$ cat src/rtl/lsc_pkg.sv
// Shared types and constants for the letterbox bilinear scaler.
package lsc_pkg;

    localparam int SRC_XW    = 8;
    localparam int SRC_YW    = 8;
    localparam int MEM_AW    = SRC_XW + SRC_YW;
    localparam int PIX_W     = 24;
    localparam int DIM_W     = 9;
    localparam int TGT_W     = 11;
    localparam int OUT_CW    = 10;
    localparam int PAD_W     = 9;
    localparam int SCL_W     = 27;
    localparam int FRAC_BITS = 16;
    localparam int AXN_W     = 21;
    localparam int NUM_W     = AXN_W + FRAC_BITS;
    localparam int DEN_W     = 12;
    localparam int IP_W      = NUM_W - FRAC_BITS;
    localparam int WFR_W     = FRAC_BITS + 1;
    localparam int WGT_W     = 2 * WFR_W;
    localparam int PROD_W    = WGT_W + 8;
    localparam int ACC_W     = PROD_W + 2;
    localparam int CFG_IW    = 2;
    localparam int CFG_DW    = 11;
    localparam int QDEPTH    = 4;
    localparam int QAW       = 2;

    localparam logic [DIM_W-1:0] MAX_SRC_W  = 9'd256;
    localparam logic [DIM_W-1:0] MAX_SRC_H  = 9'd256;
    localparam logic [TGT_W-1:0] MAX_TARGET = 11'd1024;
    localparam logic [7:0]       PAD_GRAY   = 8'd114;
    localparam logic [WFR_W-1:0] FRAC_ONE   = WFR_W'(1) << FRAC_BITS;

    localparam logic [CFG_IW-1:0] CFG_SRC_WIDTH  = 2'd0;
    localparam logic [CFG_IW-1:0] CFG_SRC_HEIGHT = 2'd1;
    localparam logic [CFG_IW-1:0] CFG_TARGET     = 2'd2;

    localparam logic OP_LOAD  = 1'b0;
    localparam logic OP_QUERY = 1'b1;

    typedef struct packed {
        logic              op;
        logic [SRC_XW-1:0] load_x;
        logic [SRC_YW-1:0] load_y;
        logic [PIX_W-1:0]  pix;
        logic [OUT_CW-1:0] out_x;
        logic [OUT_CW-1:0] out_y;
    } item_t;

    typedef struct packed {
        logic [7:0]       res_b;
        logic [7:0]       res_g;
        logic [7:0]       res_r;
        logic             in_content;
        logic [PAD_W-1:0] pad_left;
        logic [PAD_W-1:0] pad_top;
        logic [SCL_W-1:0] scale_fixed;
    } result_t;

endpackage

$ cat src/rtl/lsc_front.sv
// Input side: takes stream transfers, sorts them into load or query items, queues them.
module lsc_front (
    input  logic            aclk,
    input  logic            aresetn,
    input  logic            s_tvalid,
    output logic            s_tready,
    input  logic [63:0]     s_tdata,
    input  logic            s_tuser,
    output logic            q_valid,
    output lsc_pkg::item_t  q_head,
    input  logic            q_pop
);
    import lsc_pkg::*;

    item_t          fifo_reg [QDEPTH];
    logic [QAW-1:0] wr_ptr_reg;
    logic [QAW-1:0] rd_ptr_reg;
    logic [QAW:0]   count_reg;
    logic [QAW:0]   count_next;
    item_t          item;
    logic           push;
    logic           pop;

    always_comb begin
        item.op     = s_tuser;
        item.load_x = s_tdata[7:0];
        item.load_y = s_tdata[15:8];
        item.pix    = s_tdata[39:16];
        item.out_x  = s_tdata[49:40];
        item.out_y  = s_tdata[59:50];
    end

    assign s_tready = count_reg != (QAW+1)'(QDEPTH);
    assign push     = s_tvalid && s_tready;
    assign pop      = q_pop && q_valid;
    assign q_valid  = count_reg != '0;
    assign q_head   = fifo_reg[rd_ptr_reg];

    always_comb begin
        count_next = count_reg;
        if (push && !pop) begin
            count_next = count_reg + 1'b1;
        end else if (pop && !push) begin
            count_next = count_reg - 1'b1;
        end
    end

    always_ff @(posedge aclk) begin
        if (!aresetn) begin
            wr_ptr_reg <= '0;
            rd_ptr_reg <= '0;
            count_reg  <= '0;
        end else begin
            count_reg <= count_next;
            if (push) begin
                wr_ptr_reg <= wr_ptr_reg + 1'b1;
            end
            if (pop) begin
                rd_ptr_reg <= rd_ptr_reg + 1'b1;
            end
        end
    end

    always_ff @(posedge aclk) begin
        if (push) begin
            fifo_reg[wr_ptr_reg] <= item;
        end
    end

endmodule

$ cat config.mk
export PLATFORM = sky130hd
export DESIGN_NAME = lsc_front
export DESIGN_NICKNAME = d
export VERILOG_FILES = /design/src/rtl/lsc_pkg.sv /design/src/rtl/lsc_front.sv
export SDC_FILE = /design/constraint.sdc
export NUM_CORES = 1
export LEC_CHECK = 0
export BUFFER_PORTS_ARGS = -buffer_cell sky130_fd_sc_hd__buf_2
export CAP_MARGIN = 40
export CORE_AREA = 5 5 146 148
export CTS_BUF_LIST = sky130_fd_sc_hd__clkbuf_8 sky130_fd_sc_hd__clkbuf_16
export DETAILED_ROUTE_END_ITERATION = 8
export DIE_AREA = 0 0 151 153
export GPL_TIMING_DRIVEN = 0
export PLACE_DENSITY = 0.68
export REMOVE_ABC_BUFFERS = 1
export SYNTH_ARGS = -nofsm -noshare
export SYNTH_HDL_FRONTEND = slang
export SYNTH_SLANG_ARGS = --single-unit
$ cat constraint.sdc
create_clock -name aclk -period 3.2 [get_ports aclk]
set_input_delay 0.16 -clock aclk [delete_from_list [all_inputs] [get_ports aclk]]
set_output_delay 0.16 -clock aclk [all_outputs]
set_load 0.005 [all_outputs]
======== Word-level counts from Yosys, hierarchy flattened ========
Memories as Yosys holds them, arrays and structs flattened. A register that Yosys moved wholly into a read port is not among the register bits.
Index checks and enable logic that the tools add are counted.
cells by class
  add/subtract/negate cells ............... 4
  reductions and logical operators ........ 8
  equal/unequal tests ..................... 1
  multiplexer cells ....................... 6
operators with widths
  kind                   number
  $mux W3                2
  $add A2 B1 Y2 const B  2
  $logic_and A1 B1 Y1    4
  $mux W2                2
  $add A3 B1 Y3 const B  1
  $ne A3 B3 Y1 const B   1
  $reduce_bool A3 Y1     1
  $sub A3 B1 Y3 const B  1
  $logic_not A1 Y1       2
  $mux W1                2
  $reduce_bool A2 Y1     1
word-level totals
  output and inout port bits .............. 63
  register bits after elaboration ......... 7
  memories ................................ 1
  input port bits ......................... 69
  word-level logic and storage cells ...... 23
  RAM bits ................................ 244
memories
  name      words  bits a word  read ports  clocked after memory_dff  wr ports  line             source
  fifo_reg  4      61           1           1                         1         lsc_front.sv:15  item_t fifo_reg [QDEPTH];

======== Longest topological paths before layout ========
Gate-level depths: netlist of the first run.
  word-level depth ........................ 6
  gate-level depth with buffers ........... 8
  depth with buffers taken out ............ 8

======== Worst setup path after synthesis of the first run ========
Ideal clock, no wire load.
  kind .................................... reg2reg
  start point ............................. register count_reg[0]
  end point ............................... memory fifo_reg[2][0] in the netlist's numbering (enable)
  buffers on the path ..................... 0
  data required time ...................... 2.775 ns
  data arrival time ....................... 2.338 ns
  period minus slack after synthesis ...... 2.763 ns
  library setup time ...................... 0.425 ns
  path slack .............................. 0.437 ns
  stages on the path, launching flop included .. 4
  cells stage by stage .................... dfxtp_1 > nor2_1 > a21boi_2 > and2_1
between the ends
  longest elaborated chain between the ends .. 4
ends and longest elaborated chain
  item                           line             source
  from (decl)                    lsc_front.sv:18  logic [QAW:0] count_reg;
  from (signal assigned)         lsc_front.sv:54  count_reg <= count_next;
  $ne A3 B3 Y1                   lsc_front.sv:33  assign s_tready = count_reg != (QAW+1)'(QDEPTH);
  $logic_and A1 B1 Y1            lsc_front.sv:34  assign push = s_tvalid && s_tready;
  net push                       lsc_front.sv:21  logic push;
  $mux W1                        lsc_front.sv:65  if (push) begin
  $mux W1 (implied by the code)  lsc_front.sv:66  fifo_reg[wr_ptr_reg] <= item;
  to (decl)                      lsc_front.sv:15
The timed path passes the listed nets, and every way through them passes these cells.

==> reports/metrics.csv, run 1 <==
stage;metric;value;unit
grt;grt_pass1_vias;4880;
sta;rsz0062_at_grt;no;
sta;finalHoldViolations;0;
sta;whs;0.0951;ns
power;p_sw_frac;0.245;
worst_setup_path;endpoint_kind;output port;
sta;tightest_slew;0.670;ns
synthesis;synthFlopType;edfxtp_1;
floorplanning;ios;132;
worst_setup_path;cp_slowest_cell;dfxtp_4;
finish;drive_above_1_share;0.396;
sta;setup_viol;0;
power;ir_drop;578;uV
cts;clk_pin_slew;0.06;ns
grt;grt_usage;0.145;
drt;drtPass1Iterations;4;
finish;multi_input_area;0.00169;mm2
synthesis;synth_top_area_frac;0.782;
drt;drc;0;
drt;wl_per_cell;19.2;um
floorplanning;die_x;151;um
synthesis;ys_ff_latch;253;
worst_setup_path;slowest_delay;0.77;ns
synthesis;synth.top_cells.by_count;edfxtp_1 (244), mux4_2 (60), dfxtp_1 (9);
synthesis;yosysMostFrequentCell;edfxtp_1;
placement;gp_congestion;0.692;
drt;totalWireLength;16600;um
synthesis;syn_inst;367;
sta;clock-skew-final;0.0116;ns
drt;vias;4387;
cts;cts-resized-gates;0;
synthesis;synthTopCellsByArea;edfxtp_1 (78%), mux4_2 (14%), dfxtp_1 (1.9%), buf_12 (1.3%), ha_1 (0.67%);
drt;ant_nets;0;
drt;drtIter0Drc;161;
worst_hold_path;hold_path.class;in -> reg;
cts;clockBufferDepth;3;
synthesis;synth_top_area_cell;edfxtp_1;
synthesis;ys_seq_area_frac;0.802;
grt;grt_antenna_before_repair;1;
sta;slew_headroom;0.553;
floorplanning;die_h;153;um
finish;seq_area;0.00751;mm2
finish;syn_to_final_growth;25.3;%
floorplanning;start_util;0.470;
synthesis;synthDistinctLibCells;25;
placement;dpl.hpwl;9790;um
power;power_frac_comb;0.206;
placement;io_buffers;127;
finish;final_util;0.589;
grt;grt_start_max_net_pins;39;
worst_setup_path;cp.required;3.04;ns
run;cap_violations;0;
power;p_switching;2160;uW
synthesis;synth-edff-count;244;
worst_setup_path;path_class;reg -> out;
grt;grt_remaining_overflow;0;
cts;cts_buffers;26;
cts;post_cts_buffers;0;
synthesis;syn_area;0.00937;mm2
synthesis;async_flop_share;0;
power;clockPowerShare;0.310;
floorplanning;coreArea;0.0199;mm2
cts;cts_sinks;253;
power;power_density;752;mW/mm2
worst_setup_path;cp.arrival;2.36;ns
finish;n_antenna_cell;0;
sta;slew_viol_final;0;
synthesis;ys_warn_count;0;
sta;fmax;0.397;GHz
sta;period_needed;2.52;ns
drt;post_drt_via_cell_ratio;5.08;
finish;fillerInstances;1456;
synthesis;syn_area_per_cell;25.5;um2
power;fin_total_pwr;8820;uW
grt;grt_pass1_wl;26200;um
finish;nNetsFinal;650;
floorplanning;die_area;0.0231;mm2
cts;cts_tree;yes;
cts;clk_latency;0.51;ns
finish;largest_reg_flops;244;
cts;h-tree-depth;1;
sta;min_period_over_period;0.786;
worst_setup_path;startpoint_type;register;
outcome;status;finished clean;
worst_setup_path;cp_cell_sequence;buf_16, mux4_1, buf_2;
floorplanning;num_rows;52;
cts;clockRootBuffer;clkbuf_16;
power;cellLeakagePower;0.00400;uW
worst_setup_path;crit_path_max_fanout;32;
power;p_seq_frac;0.484;
power;p_int;6660;uW
==> cells by family (layout without fill, tap and decap cells) <==
family / count (synthesis) / after routing / share of synthesized area
AOI/OAI and AO/OA: 5 / 5 / 0.00655
adders and majority gates: 6 / 6 / 0.00882
and+or+nand+nor: 17 / 17 / 0.00975
buffers and inverters: 18 / 244 / 0.0192
muxes: 64 / 64 / 0.150
xor gates and xnor gates: 4 / 4 / 0.00374
DFF: 253 / 253 / 0.802
==> final cells by class <==
class                   instances  share of cell area
multi-input cells              96               0.144
clock buffers                  27              0.0576
inverters                       3            0.000960
well taps                     270              0.0288
clock inverters                19             0.00970
repair buffers                195               0.119
flip-flops and latches        253               0.641
==> power groups by stage <==
stage	clock, uW	sequential (uW)	combinational [uW]
floorplan	0	4370	1010
global placement	0	4490	1650
detailed placement	0	4360	1810
CTS	2820	4290	1870
global route	2970	4320	1970
finish	2740	4270	1820
==> placed cells by master, fill, tap and decap left out, types with 2 or more instances in the layout <==
cell	count
edfxtp_1	244
buf_2	127
dlygate4sd3_1	62
mux4_2	60
clkbuf_16	27
inv_1	10
dfxtp_1	7
clkinv_1	6
nand2_1	5
ha_1	5
and2_4	4
and2_1	4
buf_12	4
xnor2_1	3
mux2i_1	3
or3_1	2
dfxtp_4	2
clkinv_2	2
clkinv_4	2
buf_16	2
==> metrics by stage <==
step,instance area (um2),setup WS [ns],cells,TNS (ns)
2_1_floorplan,9200,-0.265,352,-13.15
3_3_place_gp,10200,-1.58,749,-262.00
3_5_place_dp,10300,0.773,755,0
4_1_cts,11700,0.546,863,0
5_1_grt,11700,0.467,863,0
6_report,11700,0.684,863,0
==> final timing paths <==
kind	slack, ns	start	cells after the start	to
max reg2reg	0.75	count_reg[0]$_SDFFE_PN0P_	8	count_reg[2]$_SDFFE_PN0P_
min reg2reg	0.51	wr_ptr_reg[1]$_SDFFE_PN0P_	2	wr_ptr_reg[1]$_SDFFE_PN0P_
min	0.1	q_pop	4	register
max	0.68	register	3	q_head[56]
==> critical path: cells and delay by family (launching register included) <==
family	cells	cell delay [ns]
buf+inv	2	0.48
flops	1	0.77
mux	1	0.58
==> routing by layer <==
metal  part of all wire  up-vias  wire, um  track usage
met2               0.50      131      8390        0.249
li1                   -     1976         -            -
met5            0.00030        -         5            0
met3              0.068       26      1120       0.0370
met4              0.017        2       279       0.0345
met1               0.41     2252      6810        0.186
==> what timing repair did <==
action,in CTS,in global routing
hold buffers,62,0
endpoints found under the setup margin,0,0
hold endpoints to repair,253,0
Note: power is estimated with default switching activity, not from simulation.
==> run 2: changes to the inputs <==
Settings changed: PLACE_DENSITY 0.68 to 0.71.
Clock period 3.2 ns to 2.25 ns, I/O delays scaled along.
==> run 2 against run 1 <==
Via count is 0.64% higher; utilization is 0.59 points higher; clock power is 46% higher; global-route usage is 0.62 points higher; power is 46% higher; largest power group unchanged.
==> reports/metrics.csv, run 2 (synthesis results as in run 1) <==
stage;metric;value;unit;change
cts;cts_buffers;25;;-3.8%
cts;h-tree-depth;1;;unchanged
power;p_sw_frac;0.244;;-0.00118
finish;largest_reg_flops;244;;unchanged
cts;clockRootBuffer;clkbuf_16;;
floorplanning;ios;132;;unchanged
sta;fin_setup_tns;0;ns;unchanged
drt;post_drt_via_cell_ratio;5.10;;+0.29%
grt;grt_pass1_vias;4970;;+1.8%
finish;nNetsFinal;655;;+0.77%
drt;totalWireLength;17000;um;+2.5%
sta;finalHoldViolations;0;;unchanged
worst_setup_path;cp.required;2.68;ns;-0.36 ns
run;cap_violations;0;;unchanged
finish;drive_above_1_share;0.413;;+0.0165
grt;grt_antenna_before_repair;0;;-1
power;p_int;9710;uW;+46%
worst_setup_path;r2r_slack;0.16;ns;-0.59 ns
finish;n_antenna_cell;0;;unchanged
finish;syn_to_final_growth;26.5;%;
power;power_density;1080;mW/mm2;+44%
worst_hold_path;hold_path.class;in -> reg;;
power;ir_drop;581;uV;+0.57%
drt;drc;0;;unchanged
floorplanning;die_area;0.0231;mm2;unchanged
sta;min_period_over_period;0.927;;
sta;slew_headroom;0.733;;+0.180
placement;io_buffers;127;;unchanged
cts;cts_tree;yes;;
finish;final_common_cell;edfxtp_1;;
drt;wl_per_cell;19.6;um;+2.1%
power;fin_total_pwr;12800;uW;+46%
drt;vias;4415;;+0.64%
cts;clk_pin_slew;0.06;ns;about the same
sta;rsz0062_at_grt;no;;
power;cellLeakagePower;0.00404;uW;+1.1%
cts;clockBufferDepth;3;;unchanged
grt;grt_usage;0.151;;+0.00625
floorplanning;coreArea;0.0199;mm2;unchanged
floorplanning;die_x;151;um;unchanged
grt;grt_pass1_wl;27000;um;+3.2%
placement;dpl.hpwl;9710;um;-0.83%
outcome;status;finished clean;;
grt;grt_remaining_overflow;0;;unchanged
power;power_frac_comb;0.228;;+0.022
grt;grt_start_max_net_pins;46;;+18%
drt;ant_nets;0;;unchanged
worst_setup_path;startpoint_type;register;;
sta;period_needed;2.09;ns;
placement;gp_congestion;0.656;;-5.1%
power;clockPowerShare;0.311;;about the same
worst_setup_path;cp.arrival;2.52;ns;+0.16 ns
cts;cts_sinks;253;;unchanged
floorplanning;start_util;0.470;;unchanged
sta;tightest_slew;0.401;ns;-0.270 ns
sta;slew_viol_final;0;;unchanged
sta;fmax;0.480;GHz;
cts;clk_latency;0.50;ns;about the same
floorplanning;die_h;153;um;unchanged
worst_setup_path;endpoint_kind;register;;
sta;whs;0.0619;ns;-0.0331 ns
drt;drtPass1Iterations;4;;unchanged
finish;layout_common_cells;edfxtp_1 (244), buf_2 (127), dlygate4sd3_1 (62);;
worst_setup_path;crit_path_max_fanout;6;;-81%
drt;drtIter0Drc;170;;+5.6%
worst_setup_path;path_class;reg -> reg;;
floorplanning;num_rows;52;;unchanged
sta;setup_viol;0;;unchanged
power;p_seq_frac;0.460;;-0.024
sta;clock-skew-final;0.0108;ns;-0.000832 ns
power;p_switching;3130;uW;+45%
finish;fillerInstances;1444;;-0.82%
==> run 2: cell count changes in the layout (fill, tap and decap cells not counted), moves of 3 or more <==
cell	delta
buf_4	+3
clkinv_2	+3
inv_1	-4
buf_16	+4
==> run 2: area by class of cell <==
type,count,area [um2],share of cell area
timing repair buffer,201,1500,0.127
clock buffer,25,626,0.0528
inverter,3,11.3,0.000950
clock inverter,18,166,0.0140
tap,270,338,0.0285
multi-input combinational,96,1690,0.142
sequential,253,7520,0.634
==> run 2: metrics by stage <==
stage / utilization / setup WS, ns / instances / instance area (um2)
floorplan: - / -1.17 / 352 / 9200
global route: 0.595 / 0.0436 / 866 / 11900
CTS: 0.595 / 0.0636 / 866 / 11800
finish: 0.595 / 0.165 / 866 / 11900
detailed placement: 0.520 / -0.153 / 755 / 10400
global placement: 0.511 / -2.54 / 749 / 10200
==> run 2: worst max-delay path, cell delays in order, from the launching register on <==
cell and delay (ns):
dfxtp_2 0.43, nor2_1 0.09, a21boi_2 0.17, ha_1 0.22
inv_1 0.06, fa_1 0.39, xor2_1 0.20, or3_1 0.30
a21boi_0 0.16
==> run 2: power groups by stage <==
stage | sequential, uW | combinational (uW) | clock (uW)
after global placement | 6310 | 2090 | 0
after floorplan | 6210 | 1440 | 0
after global routing | 5950 | 3210 | 4300
after CTS | 5910 | 3040 | 4110
after detailed placement | 6170 | 2610 | 0
final | 5910 | 2930 | 4000
==> run 2: path summary, 6_finish.rpt <==
path | end | from | depth (start not counted)
hold / removal | rd_ptr_reg[0]$_SDFFE_PN0P_ | q_pop | 4
setup reg to reg | count_reg[2]$_SDFFE_PN0P_ | count_reg[0]$_SDFFE_PN0P_ | 8
hold reg to reg | wr_ptr_reg[1]$_SDFFE_PN0P_ | wr_ptr_reg[1]$_SDFFE_PN0P_ | 2
setup / recovery | count_reg[2]$_SDFFE_PN0P_ | count_reg[0]$_SDFFE_PN0P_ | 8
==> run 2: per-layer routing <==
layer,vias to the layer above,GRT usage,part of all wire
li1,1993,-,-
met1,2283,0.187,0.39
met2,112,0.273,0.53
met3,27,0.0308,0.058
met4,0,0.0354,0.019
met5,-,0,0
==> run 2: timing repair <==
| action | in CTS | in global routing |
|---|---|---|
| pin swaps | 1 | 0 |
| hold buffers | 62 | 0 |
| buffers inserted | 6 | 0 |
| gates resized for setup | 0 | 2 |
| hold endpoints to repair | 253 | 0 |
| setup endpoints to repair | 38 | 1 |
